`config.mk`:
```
export PLATFORM = sky130hd
export DESIGN_NAME = stroke_sliding_average_flat
export DESIGN_NICKNAME = d
export VERILOG_FILES = /design/src/sv/sa_pkg.sv /design/src/sv/sa_sample_if.sv /design/src/sv/sa_result_if.sv /design/src/sv/sa_ram.sv /design/src/sv/sa_div.sv /design/src/sv/stroke_sliding_average.sv /design/src/flat_wrapper.sv
export SDC_FILE = /design/constraint.sdc
export NUM_CORES = 2
export LEC_CHECK = 0
export BUFFER_PORTS_ARGS = -buffer_cell sky130_fd_sc_hd__buf_2
export CAP_MARGIN = 20
export CORE_ASPECT_RATIO = 2
export CORE_MARGIN = 5
export CORE_UTILIZATION = 35
export CTS_BUF_LIST = sky130_fd_sc_hd__clkbuf_16
export DETAILED_ROUTE_END_ITERATION = 10
export SLEW_MARGIN = 20
export SYNTH_ARGS = -nofsm -noshare
export SYNTH_HDL_FRONTEND = slang
export SYNTH_SLANG_ARGS = --single-unit
```
`constraint.sdc`:
```
create_clock -name clk -period 5.41 [get_ports clk]
set_input_delay 0.541 -clock clk [delete_from_list [all_inputs] [get_ports clk]]
set_output_delay 0.541 -clock clk [all_outputs]
set_load 0.01 [all_outputs]
```
`src/sv/sa_pkg.sv`:
```
// ----------------------------------------------------------------------------
// sa_pkg
// Shared types and constants for the stroke sliding-average filter.
// ----------------------------------------------------------------------------
package sa_pkg;

    localparam int MAX_WINDOW_DEF = 32;
    localparam int COORD_BITS_DEF = 20;
    localparam int PRESS_W        = 16;
    localparam int WL_FIELD_W     = 6;

    localparam int APB_DW = 32;
    localparam int APB_AW = 2;

    localparam logic [APB_AW-1:0] REG_WINDOW_LENGTH = 2'd0;

    localparam logic ACT_ADD   = 1'b0;
    localparam logic ACT_CLEAR = 1'b1;

    typedef enum logic [1:0] {
        ST_IDLE,
        ST_SUM,
        ST_DIV,
        ST_DONE
    } sa_state_t;

    typedef struct packed {
        logic load;
        logic step;
    } sa_div_ctl_t;

endpackage

```
`src/sv/sa_sample_if.sv`:
```
// ----------------------------------------------------------------------------
// sa_sample_if
// Sample channel: action plus one pen sample, valid/ready handshake.
// ----------------------------------------------------------------------------
interface sa_sample_if
    #(parameter int COORD_BITS = sa_pkg::COORD_BITS_DEF)
    ();
    import sa_pkg::*;

    logic                         valid;
    logic                         ready;
    logic                         action;
    logic signed [COORD_BITS-1:0] x_in;
    logic signed [COORD_BITS-1:0] y_in;
    logic [PRESS_W-1:0]           pressure_in;

    modport source (output valid, action, x_in, y_in, pressure_in, input ready);
    modport sink   (input valid, action, x_in, y_in, pressure_in, output ready);

endinterface

```
`src/sv/sa_result_if.sv`:
```
// ----------------------------------------------------------------------------
// sa_result_if
// Result channel: smoothed sample and flags, valid/ready handshake.
// ----------------------------------------------------------------------------
interface sa_result_if
    #(parameter int COORD_BITS = sa_pkg::COORD_BITS_DEF)
    ();
    import sa_pkg::*;

    logic                         valid;
    logic                         ready;
    logic                         smooth_valid;
    logic                         first_smooth;
    logic signed [COORD_BITS-1:0] x_avg;
    logic signed [COORD_BITS-1:0] y_avg;
    logic [PRESS_W-1:0]           pressure_avg;

    modport source (output valid, smooth_valid, first_smooth, x_avg, y_avg, pressure_avg,
                    input ready);
    modport sink   (input valid, smooth_valid, first_smooth, x_avg, y_avg, pressure_avg,
                    output ready);

endinterface

```
`src/sv/sa_ram.sv`:
```
// ----------------------------------------------------------------------------
// sa_ram
// Generic single-write, single-read RAM with registered read data.
// ----------------------------------------------------------------------------
module sa_ram
    #(parameter int WIDTH = 8,
      parameter int DEPTH = 32,
      parameter int AW    = (DEPTH > 1) ? $clog2(DEPTH) : 1)
    (
    input  logic             clk,
    input  logic             we,
    input  logic [AW-1:0]    waddr,
    input  logic [WIDTH-1:0] wdata,
    input  logic [AW-1:0]    raddr,
    output logic [WIDTH-1:0] rdata
    );

    logic [WIDTH-1:0] mem_reg [DEPTH];
    logic [WIDTH-1:0] rdata_reg;

    always_ff @(posedge clk)
    begin
        if (we)
        begin
            mem_reg[waddr] <= wdata;
        end
        rdata_reg <= mem_reg[raddr];
    end

    assign rdata = rdata_reg;

endmodule

```
`src/sv/sa_div.sv`:
```
// ----------------------------------------------------------------------------
// sa_div
// Bit-serial restoring divider: one quotient bit per step, MSB first.
// ----------------------------------------------------------------------------
module sa_div
    #(parameter int DW = 26,
      parameter int NW = 7,
      parameter int QW = 20)
    (
    input  logic                clk,
    input  sa_pkg::sa_div_ctl_t ctl,
    input  logic [DW-1:0]       dividend,
    input  logic [NW-1:0]       divisor,
    output logic [QW-1:0]       quotient
    );
    import sa_pkg::*;

    logic [DW-1:0] num_reg, num_next;
    logic [NW-1:0] den_reg, den_next;
    logic [NW-1:0] rem_reg, rem_next;
    logic [QW-1:0] quo_reg, quo_next;
    logic [NW:0]   trial;
    logic          fits;

    assign trial = {rem_reg, num_reg[DW-1]};
    assign fits  = (trial >= {1'b0, den_reg});

    always_comb
    begin
        num_next = num_reg;
        den_next = den_reg;
        rem_next = rem_reg;
        quo_next = quo_reg;
        if (ctl.load)
        begin
            num_next = dividend;
            den_next = divisor;
            rem_next = '0;
            quo_next = '0;
        end
        else if (ctl.step)
        begin
            num_next = {num_reg[DW-2:0], 1'b0};
            rem_next = fits ? NW'(trial - {1'b0, den_reg}) : NW'(trial);
            quo_next = {quo_reg[QW-2:0], fits};
        end
    end

    always_ff @(posedge clk)
    begin
        num_reg <= num_next;
        den_reg <= den_next;
        rem_reg <= rem_next;
        quo_reg <= quo_next;
    end

    assign quotient = quo_reg;

endmodule

```
`src/sv/stroke_sliding_average.sv`:
```
// ----------------------------------------------------------------------------
// stroke_sliding_average
// Boxcar average of pen samples over a configurable window.
// ----------------------------------------------------------------------------
// Usage: each transaction on the samples channel either adds a pen sample
// (action 0) or clears the stroke (action 1); each yields exactly one
// transaction on the results channel. window_length is written over APB at
// address 0 (value 0 reads as 1, values above MAX_WINDOW saturate); the user
// must write it only while the block is idle (the block does not enforce
// this); writing it clears the stroke.
// A clear, or an add that leaves the window short, goes straight to the
// done state. An add with a full window reads the window ring one entry
// per cycle (one RAM read port) into the sums, then runs three
// bit-serial dividers over a DW-bit dividend (DW = max(COORD_BITS,16) +
// clog2(MAX_WINDOW) + 1, 26 at defaults) before reaching the done state,
// which writes the output register once it is free. One sample is in
// flight at a time; ready returns high in the cycle the result is presented.
// Reset: window_length 1, stroke empty, no result pending. Ring contents
// need no clearing. A stalled receiver holds the output register; the next
// sample is still accepted and parks its result until the slot frees.
// ----------------------------------------------------------------------------
module stroke_sliding_average
    #(parameter int MAX_WINDOW = sa_pkg::MAX_WINDOW_DEF,
      parameter int COORD_BITS = sa_pkg::COORD_BITS_DEF)
    (
    input  logic                      clk,
    input  logic                      rst_n,
    sa_sample_if.sink                 samples,
    sa_result_if.source               results,
    input  logic                      psel,
    input  logic                      penable,
    input  logic                      pwrite,
    input  logic [sa_pkg::APB_AW-1:0] paddr,
    input  logic [sa_pkg::APB_DW-1:0] pwdata,
    output logic [sa_pkg::APB_DW-1:0] prdata,
    output logic                      pready
    );
    import sa_pkg::*;

    localparam int LW  = $clog2(MAX_WINDOW);
    localparam int PW  = (LW > 0) ? LW : 1;
    localparam int WLW = $clog2(MAX_WINDOW + 1);
    localparam int CW  = (WLW > WL_FIELD_W) ? WLW : WL_FIELD_W;
    localparam int SW  = COORD_BITS + LW;
    localparam int SPW = PRESS_W + LW;
    localparam int VW  = (COORD_BITS > PRESS_W) ? COORD_BITS : PRESS_W;
    localparam int DW  = VW + LW + 1;
    localparam int NW  = LW + 2;
    localparam int RW  = 2 * COORD_BITS + PRESS_W;
    localparam int SCW = $clog2(DW + 1);

    localparam logic [COORD_BITS-1:0] SIGN_BIT = {1'b1, {(COORD_BITS-1){1'b0}}};

    sa_state_t state_reg, state_next;

    logic [WLW-1:0]        wl_reg, wl_next;
    logic [PW-1:0]         wp_reg, wp_next;
    logic [WLW-1:0]        fill_reg, fill_next;
    logic [WLW-1:0]        idx_reg, idx_next;
    logic                  rd_vld_reg, rd_vld_next;
    logic [SW-1:0]         acc_x_reg, acc_x_next;
    logic [SW-1:0]         acc_y_reg, acc_y_next;
    logic [SPW-1:0]        acc_p_reg, acc_p_next;
    logic [SCW-1:0]        step_reg, step_next;
    logic                  first_reg, first_next;
    logic                  zero_reg, zero_next;
    logic                  ovalid_reg, ovalid_next;
    logic                  osmooth_reg, osmooth_next;
    logic                  ofirst_reg, ofirst_next;
    logic [COORD_BITS-1:0] ox_reg, ox_next;
    logic [COORD_BITS-1:0] oy_reg, oy_next;
    logic [PRESS_W-1:0]    op_reg, op_next;

    logic                  accept;
    logic                  cfg_wr;
    logic [CW-1:0]         cfg_val;
    logic [WLW-1:0]        cfg_wl;
    logic                  wp_wrap;
    logic [PW-1:0]         wp_new;
    logic [WLW-1:0]        fill_new;
    logic                  was_full;
    logic                  now_full;
    logic                  sum_done;
    logic                  out_free;
    logic                  ram_we;
    logic [RW-1:0]         ram_wdata;
    logic [RW-1:0]         ram_rdata;
    logic [COORD_BITS-1:0] rd_x;
    logic [COORD_BITS-1:0] rd_y;
    logic [PRESS_W-1:0]    rd_p;
    sa_div_ctl_t           div_ctl;
    logic [DW-1:0]         dvd_x;
    logic [DW-1:0]         dvd_y;
    logic [DW-1:0]         dvd_p;
    logic [NW-1:0]         dvs;
    logic [COORD_BITS-1:0] quo_x;
    logic [COORD_BITS-1:0] quo_y;
    logic [PRESS_W-1:0]    quo_p;

    // APB
    assign pready  = 1'b1;
    assign prdata  = APB_DW'(wl_reg);
    assign cfg_wr  = psel && penable && pwrite && pready && (paddr == REG_WINDOW_LENGTH);
    assign cfg_val = CW'(pwdata[WL_FIELD_W-1:0]);

    always_comb
    begin
        if (cfg_val == '0)
        begin
            cfg_wl = WLW'(1);
        end
        else if (cfg_val > CW'(MAX_WINDOW))
        begin
            cfg_wl = WLW'(MAX_WINDOW);
        end
        else
        begin
            cfg_wl = WLW'(cfg_val);
        end
    end

    // ring bookkeeping for an add
    assign accept   = samples.valid && samples.ready;
    assign wp_wrap  = (wp_reg == '0) || (WLW'(wp_reg) >= wl_reg);
    assign wp_new   = wp_wrap ? PW'(wl_reg - WLW'(1)) : (wp_reg - PW'(1));
    assign fill_new = (fill_reg < wl_reg) ? (fill_reg + WLW'(1)) : fill_reg;
    assign was_full = (fill_reg == wl_reg);
    assign now_full = (fill_new == wl_reg);
    assign sum_done = (idx_reg == wl_reg) && !rd_vld_reg;
    assign out_free = !ovalid_reg || results.ready;

    // coordinates stored offset-binary so all sums are unsigned
    assign ram_we    = accept && (samples.action == ACT_ADD);
    assign ram_wdata = {samples.x_in ^ SIGN_BIT, samples.y_in ^ SIGN_BIT,
                        samples.pressure_in};

    sa_ram #(.WIDTH(RW), .DEPTH(MAX_WINDOW), .AW(PW)) u_ring
    (
        .clk   (clk),
        .we    (ram_we),
        .waddr (wp_new),
        .wdata (ram_wdata),
        .raddr (idx_reg[PW-1:0]),
        .rdata (ram_rdata)
    );

    assign rd_x = ram_rdata[RW-1 -: COORD_BITS];
    assign rd_y = ram_rdata[PRESS_W +: COORD_BITS];
    assign rd_p = ram_rdata[PRESS_W-1:0];

    // rounded mean = floor((2*sum + n) / (2*n))
    assign dvd_x = (DW'(acc_x_reg) << 1) + DW'(wl_reg);
    assign dvd_y = (DW'(acc_y_reg) << 1) + DW'(wl_reg);
    assign dvd_p = (DW'(acc_p_reg) << 1) + DW'(wl_reg);
    assign dvs   = NW'({wl_reg, 1'b0});

    sa_div #(.DW(DW), .NW(NW), .QW(COORD_BITS)) u_div_x
    (
        .clk      (clk),
        .ctl      (div_ctl),
        .dividend (dvd_x),
        .divisor  (dvs),
        .quotient (quo_x)
    );

    sa_div #(.DW(DW), .NW(NW), .QW(COORD_BITS)) u_div_y
    (
        .clk      (clk),
        .ctl      (div_ctl),
        .dividend (dvd_y),
        .divisor  (dvs),
        .quotient (quo_y)
    );

    sa_div #(.DW(DW), .NW(NW), .QW(PRESS_W)) u_div_p
    (
        .clk      (clk),
        .ctl      (div_ctl),
        .dividend (dvd_p),
        .divisor  (dvs),
        .quotient (quo_p)
    );

    // next state
    always_comb
    begin
        state_next = state_reg;
        unique case (state_reg)
            ST_IDLE:
            begin
                if (accept)
                begin
                    if ((samples.action == ACT_CLEAR) || !now_full)
                    begin
                        state_next = ST_DONE;
                    end
                    else
                    begin
                        state_next = ST_SUM;
                    end
                end
            end
            ST_SUM:
            begin
                if (sum_done)
                begin
                    state_next = ST_DIV;
                end
            end
            ST_DIV:
            begin
                if (step_reg == SCW'(DW - 1))
                begin
                    state_next = ST_DONE;
                end
            end
            ST_DONE:
            begin
                if (out_free)
                begin
                    state_next = ST_IDLE;
                end
            end
            default:
            begin
                state_next = ST_IDLE;
            end
        endcase
    end

    // outputs and datapath
    always_comb
    begin
        samples.ready = (state_reg == ST_IDLE);
        div_ctl.load  = (state_reg == ST_SUM) && sum_done;
        div_ctl.step  = (state_reg == ST_DIV);

        wl_next      = wl_reg;
        wp_next      = wp_reg;
        fill_next    = fill_reg;
        idx_next     = idx_reg;
        rd_vld_next  = 1'b0;
        acc_x_next   = acc_x_reg;
        acc_y_next   = acc_y_reg;
        acc_p_next   = acc_p_reg;
        step_next    = step_reg;
        first_next   = first_reg;
        zero_next    = zero_reg;
        ovalid_next  = ovalid_reg;
        osmooth_next = osmooth_reg;
        ofirst_next  = ofirst_reg;
        ox_next      = ox_reg;
        oy_next      = oy_reg;
        op_next      = op_reg;

        if (ovalid_reg && results.ready)
        begin
            ovalid_next = 1'b0;
        end

        unique case (state_reg)
            ST_IDLE:
            begin
                if (accept)
                begin
                    idx_next   = '0;
                    acc_x_next = '0;
                    acc_y_next = '0;
                    acc_p_next = '0;
                    if (samples.action == ACT_CLEAR)
                    begin
                        wp_next   = '0;
                        fill_next = '0;
                        zero_next = 1'b1;
                    end
                    else
                    begin
                        wp_next    = wp_new;
                        fill_next  = fill_new;
                        first_next = !was_full;
                        zero_next  = !now_full;
                    end
                end
            end
            ST_SUM:
            begin
                if (idx_reg < wl_reg)
                begin
                    idx_next    = idx_reg + WLW'(1);
                    rd_vld_next = 1'b1;
                end
                if (rd_vld_reg)
                begin
                    acc_x_next = acc_x_reg + SW'(rd_x);
                    acc_y_next = acc_y_reg + SW'(rd_y);
                    acc_p_next = acc_p_reg + SPW'(rd_p);
                end
                step_next = '0;
            end
            ST_DIV:
            begin
                step_next = step_reg + SCW'(1);
            end
            ST_DONE:
            begin
                if (out_free)
                begin
                    ovalid_next = 1'b1;
                    if (zero_reg)
                    begin
                        osmooth_next = 1'b0;
                        ofirst_next  = 1'b0;
                        ox_next      = '0;
                        oy_next      = '0;
                        op_next      = '0;
                    end
                    else
                    begin
                        osmooth_next = 1'b1;
                        ofirst_next  = first_reg;
                        ox_next      = quo_x ^ SIGN_BIT;
                        oy_next      = quo_y ^ SIGN_BIT;
                        op_next      = quo_p;
                    end
                end
            end
            default:
            begin
            end
        endcase

        if (cfg_wr)
        begin
            wl_next   = cfg_wl;
            wp_next   = '0;
            fill_next = '0;
        end
    end

    always_ff @(posedge clk or negedge rst_n)
    begin
        if (!rst_n)
        begin
            state_reg  <= ST_IDLE;
            wl_reg     <= WLW'(1);
            wp_reg     <= '0;
            fill_reg   <= '0;
            idx_reg    <= '0;
            rd_vld_reg <= 1'b0;
            step_reg   <= '0;
            ovalid_reg <= 1'b0;
        end
        else
        begin
            state_reg  <= state_next;
            wl_reg     <= wl_next;
            wp_reg     <= wp_next;
            fill_reg   <= fill_next;
            idx_reg    <= idx_next;
            rd_vld_reg <= rd_vld_next;
            step_reg   <= step_next;
            ovalid_reg <= ovalid_next;
        end
    end

    always_ff @(posedge clk)
    begin
        acc_x_reg   <= acc_x_next;
        acc_y_reg   <= acc_y_next;
        acc_p_reg   <= acc_p_next;
        first_reg   <= first_next;
        zero_reg    <= zero_next;
        osmooth_reg <= osmooth_next;
        ofirst_reg  <= ofirst_next;
        ox_reg      <= ox_next;
        oy_reg      <= oy_next;
        op_reg      <= op_next;
    end

    assign results.valid        = ovalid_reg;
    assign results.smooth_valid = osmooth_reg;
    assign results.first_smooth = ofirst_reg;
    assign results.x_avg        = ox_reg;
    assign results.y_avg        = oy_reg;
    assign results.pressure_avg = op_reg;

endmodule

```
`src/flat_wrapper.sv`:
```
// flat-port wrapper written by rule: the top's interface ports become plain ports
module stroke_sliding_average_flat import sa_pkg::*;
#(parameter int MAX_WINDOW = sa_pkg::MAX_WINDOW_DEF,
      parameter int COORD_BITS = sa_pkg::COORD_BITS_DEF)
  (clk, rst_n, psel, penable, pwrite, paddr, pwdata, prdata, pready, samples_valid, samples_action, samples_x_in, samples_y_in, samples_pressure_in, samples_ready, results_valid, results_smooth_valid, results_first_smooth, results_x_avg, results_y_avg, results_pressure_avg, results_ready);
  sa_sample_if #(.COORD_BITS(COORD_BITS)) samples_i ();
  sa_result_if #(.COORD_BITS(COORD_BITS)) results_i ();
  input  logic clk;
  input  logic rst_n;
  input  logic psel;
  input  logic penable;
  input  logic pwrite;
  input  logic [sa_pkg::APB_AW-1:0] paddr;
  input  logic [sa_pkg::APB_DW-1:0] pwdata;
  output logic [sa_pkg::APB_DW-1:0] prdata;
  output logic pready;
  input wire logic [$bits(samples_i.valid)-1:0] samples_valid;
  input wire logic [$bits(samples_i.action)-1:0] samples_action;
  input wire logic [$bits(samples_i.x_in)-1:0] samples_x_in;
  input wire logic [$bits(samples_i.y_in)-1:0] samples_y_in;
  input wire logic [$bits(samples_i.pressure_in)-1:0] samples_pressure_in;
  output wire logic [$bits(samples_i.ready)-1:0] samples_ready;
  output wire logic [$bits(results_i.valid)-1:0] results_valid;
  output wire logic [$bits(results_i.smooth_valid)-1:0] results_smooth_valid;
  output wire logic [$bits(results_i.first_smooth)-1:0] results_first_smooth;
  output wire logic [$bits(results_i.x_avg)-1:0] results_x_avg;
  output wire logic [$bits(results_i.y_avg)-1:0] results_y_avg;
  output wire logic [$bits(results_i.pressure_avg)-1:0] results_pressure_avg;
  input wire logic [$bits(results_i.ready)-1:0] results_ready;
  assign samples_i.valid = samples_valid;
  assign samples_i.action = samples_action;
  assign samples_i.x_in = samples_x_in;
  assign samples_i.y_in = samples_y_in;
  assign samples_i.pressure_in = samples_pressure_in;
  assign samples_ready = samples_i.ready;
  assign results_valid = results_i.valid;
  assign results_smooth_valid = results_i.smooth_valid;
  assign results_first_smooth = results_i.first_smooth;
  assign results_x_avg = results_i.x_avg;
  assign results_y_avg = results_i.y_avg;
  assign results_pressure_avg = results_i.pressure_avg;
  assign results_i.ready = results_ready;
  stroke_sliding_average #(.MAX_WINDOW(MAX_WINDOW), .COORD_BITS(COORD_BITS)) u_core (.clk(clk), .rst_n(rst_n), .samples(samples_i), .results(results_i), .psel(psel), .penable(penable), .pwrite(pwrite), .paddr(paddr), .pwdata(pwdata), .prdata(prdata), .pready(pready));
endmodule
```
==> impl_metrics.csv <==
group,metric,value,unit
critical_path,arrival,5.11,ns
critical_path,worst-setup-path-type,"flip-flop to flip-flop",
clock_tree,cts_sinks,2170,
sta,hold_violations,0,
yosys,ys.flop_type,"edfxtp_1",
clock_tree,cts_setup_buffers,0,
yosys,synthTopCellsByArea,"edfxtp_1 (69%), mux4_2 (14%), dfxtp_1 (3.1%), ha_1 (1.7%), nor2_1 (0.91%)",
routing,drc,0,
floorplanning,die_h,716,um
yosys,yosysSeqAreaShare,73.0,%
sta,fin_crit_sh,85.6,%
yosys,synth_seq_cells,2170,
yosys,muxShareOfSynthArea,16.1,%
outcome,status,"finished clean",
global_routing,grt.overflow.total,0,
critical_path,slowest_stage,"nor2_4",
sta,finalSetupViolations,0,
placed_design,hpwl,128000,um
yosys,netlist_area,87300,um^2
flow_run,max_cap_viol_count,0,
yosys,synth_edf_count,2005,
routing,first_pass_iters,5,
routing,vias,42300,
clock_tree,clock_latency,0.85,ns
power,peakVddDrop,307,uV
sta,setup_ws,0.778,ns
sta,finalWorstPathRequiredPeriod,4.63,ns
floorplanning,core_area,249000,um^2
placed_design,dpl_cell_area,92500,um^2
global_routing,antenna_found_initial,32,
global_routing,grt_pass1_vias,44300,
yosys,synthAdderAreaFrac,1.91,%
sta,worst_slew_pin_slew,1.06,ns
power,p_leak,31.3,nW
critical_path,cp_num_buf_inv,4,
final_layout,syn_to_final_growth,13.1,%
placed_design,place_congestion,0.803,
yosys,avgSynthCellArea,19.6,um^2
yosys,yosys.area_share.simple,3.56,%
yosys,synthDistinctLibCells,76,
clock_tree,numCtsBuffers,186,
final_layout,final_area,98700,um^2
routing,viasPerCell,5.22,
critical_path,cp-end-kind,"flip-flop",
sta,slew_violations,0,
routing,drt_iter0_drc,3232,
critical_path,slowest_delay,0.75,ns
placed_design,preCtsSetupSlack,0.861,ns
power,p_per_area,481,nW/um^2
global_routing,grt_pass1_wl,307000,um
sta,slew_headroom,28.8,%
clock_tree,h-tree-depth,4,
final_layout,nFillCells,21900,
floorplanning,rows,259,
critical_path,crit_path_start_kind,"flip-flop",
yosys,yosys_warnings,0,
clock_tree,clockBufferDepth,4,
yosys,synth_xor_area_share,1.22,%
final_layout,final_layout_size_suffix_gt1_share,24.5,%
floorplanning,die_x,363,um
clock_tree,cts.clk_slew.worst_paths,0.07,ns
global_routing,track_usage,16.0,%
sta,fmax,0.216,GHz
yosys,syn_inst,4454,
yosys,synth-compound-area-share,2.64,%
floorplanning,dieArea,260000,um^2
yosys,synthArstFlopShare,1.47,%
sta,rsz0062_at_grt,"no",
routing,antenna_left,0,
placed_design,dp.cells,7746,
critical_path,cp_top_family,"simple AND/OR/NAND/NOR gates",
yosys,synth_top_family_by_area,"multiplexers",
yosys,synth.top_cell.area_share,69.0,%
global_routing,grt_max_degree,115,
worst_hold_path,hold_class,"primary input to flip-flop",
clock_tree,cts_root_buf,"clkbuf_16",
clock_tree,cts_tree,"yes",
floorplanning,num_io_pins,191,
critical_path,crit_fanout,26,
routing,routedWlPerCell,26.1,um
sta,skew,0.0780,ns
floorplanning,initial_utilization,35.1,%
routing,postRouteWirelength,212000,um
final_layout,largest_reg_flops,1792,
final_layout,final_nets,4901,
placed_design,port-buffer-count,137,
final_layout,instances_no_fill,8094,
critical_path,cp_cell_sequence,"inv_1 > ha_1 > a21o_1 > a21oi_1 > o221ai_2 > buf_4 > mux2i_1 > ha_1 > inv_1 > xnor2_1 > nand3_1 > nor2_4 > buf_12",
final_layout,finish.utilization,39.7,%
sta,tns,0,ns
critical_path,critPathRequiredTime,5.89,ns
yosys,yosys.area.top_type,"edfxtp_1",
cell type report:
cell class	instances	area, um^2	area share, %
Timing Repair Buffer	231	1830	1.85
Clock buffer	191	4780	4.84
Multi-Input combinational cell	1995	22600	22.9
Tap cell	3262	4080	4.14
Inverter	91	342	0.346
Sequential cell	2170	63700	64.5
Clock inverter	143	1370	1.39
Antenna cell	11	27.5	0.0279
through the flow:
stage	power [mW]	hold WS (ns)
detailed placement	34.4	0.479
global placement	34.1	0.472
global route	49.8	0.0564
CTS	48.1	0.00547
floorplan	30.4	0.245
finish	47.5	0.0785
cells by family after synthesis:
kind of cell | Yosys count
AND/OR/NAND/NOR | 655
buffers and inverters | 314
flip-flops | 2170
adder cells (fa/ha/maj) | 128
multiplexers | 694
AO/OA/AOI/OAI | 369
other | 2
XOR/XNOR | 122
synth_stat cells, types with 11 or more instances:
cell / instances
edfxtp_1: 2005
mux4_2: 560
nor2_1: 212
nand2_1: 165
dfxtp_1: 133
clkbuf_1: 124
ha_1: 119
o21ai_1: 96
inv_1: 89
a21oi_1: 76
mux2i_1: 73
nor2b_1: 73
xnor2_1: 61
xor2_1: 61
mux2_2: 59
nand3_1: 50
o21ai_0: 48
buf_4: 44
dfrtp_1: 31
nor3_1: 30
a21o_1: 29
buf_2: 29
and3_1: 24
buf_1: 22
nand4_1: 20
nand2b_1: 18
a211oi_1: 17
and2_1: 16
o21a_1: 15
o31ai_1: 12
a21boi_1: 11
worst paths after layout:
kind                                      startpoint                      endpoint  slack, ns  cells past startpoint
setup / recovery                    u_core.wl_reg[3]  u_core.u_ring.mem_reg[8][30]       0.78                     13
setup reg to reg                    u_core.wl_reg[3]  u_core.u_ring.mem_reg[8][30]       0.78                     13
max in group asynchronous                      rst_n             u_core.idx_reg[2]       4.37                      2
min in group asynchronous                      rst_n            u_core.fill_reg[1]       0.38                      2
hold reg to reg            u_core.u_div_x.rem_reg[2]     u_core.u_div_x.rem_reg[2]       0.48                      2
hold / removal                             pwdata[2]              u_core.wl_reg[2]       0.08                      3
report_power, final:
group,total (mW),internal (mW),switching [mW]
sequential,21.4,20.3,1.14
combinational,12.4,5.27,7.09
clock,13.7,7.59,6.07
total,47.5,33.2,14.3
layer usage:
layer  wire, um  global-route usage (%)  part of all wire (%)  vias to the layer above
met2     117000                    30.7                    55                     1074
met4       8360                    5.98                   4.0                       30
li1           -                       -                     -                    18400
met1      76000                    18.0                    36                    22500
met5        181                       0                 0.086                        -
met3       9770                    2.13                   4.6                      336
tightest hold or removal path, delay by kind of cell:
| kind | cells | cell delay (ns) |
|---|---|---|
| AND/OR/NAND/NOR | 1 | 0.09 |
| buffers and inverters | 1 | 0.13 |
| AO/OA/AOI/OAI | 1 | 0.09 |
timing repair:
item | CTS | global route
endpoints found under the hold margin | 33 | 0
gates resized for setup | 0 | 0
endpoints found under the setup margin | 0 | 0
hold buffers | 2 | 0
layout by cell type (no fill, tap or decap), types with 26 or more instances in the layout:
cell type and n:
a21o_1 29, a21oi_1 75, buf_12 33, buf_2 138
buf_4 57, clkbuf_16 191, clkinv_1 36, clkinv_2 31
conb_1 27, dfrtp_1 26, dfxtp_1 133, edfxtp_1 2005
ha_1 118, inv_1 111, mux2_2 59, mux2i_1 73
mux4_2 560, nand2_1 164, nand3_1 50, nor2_1 180
nor2_4 32, nor2b_1 73, nor3_1 30, o21ai_0 48
o21ai_1 96, xnor2_1 61, xor2_1 61
Power figures use the tool's default switching activity.
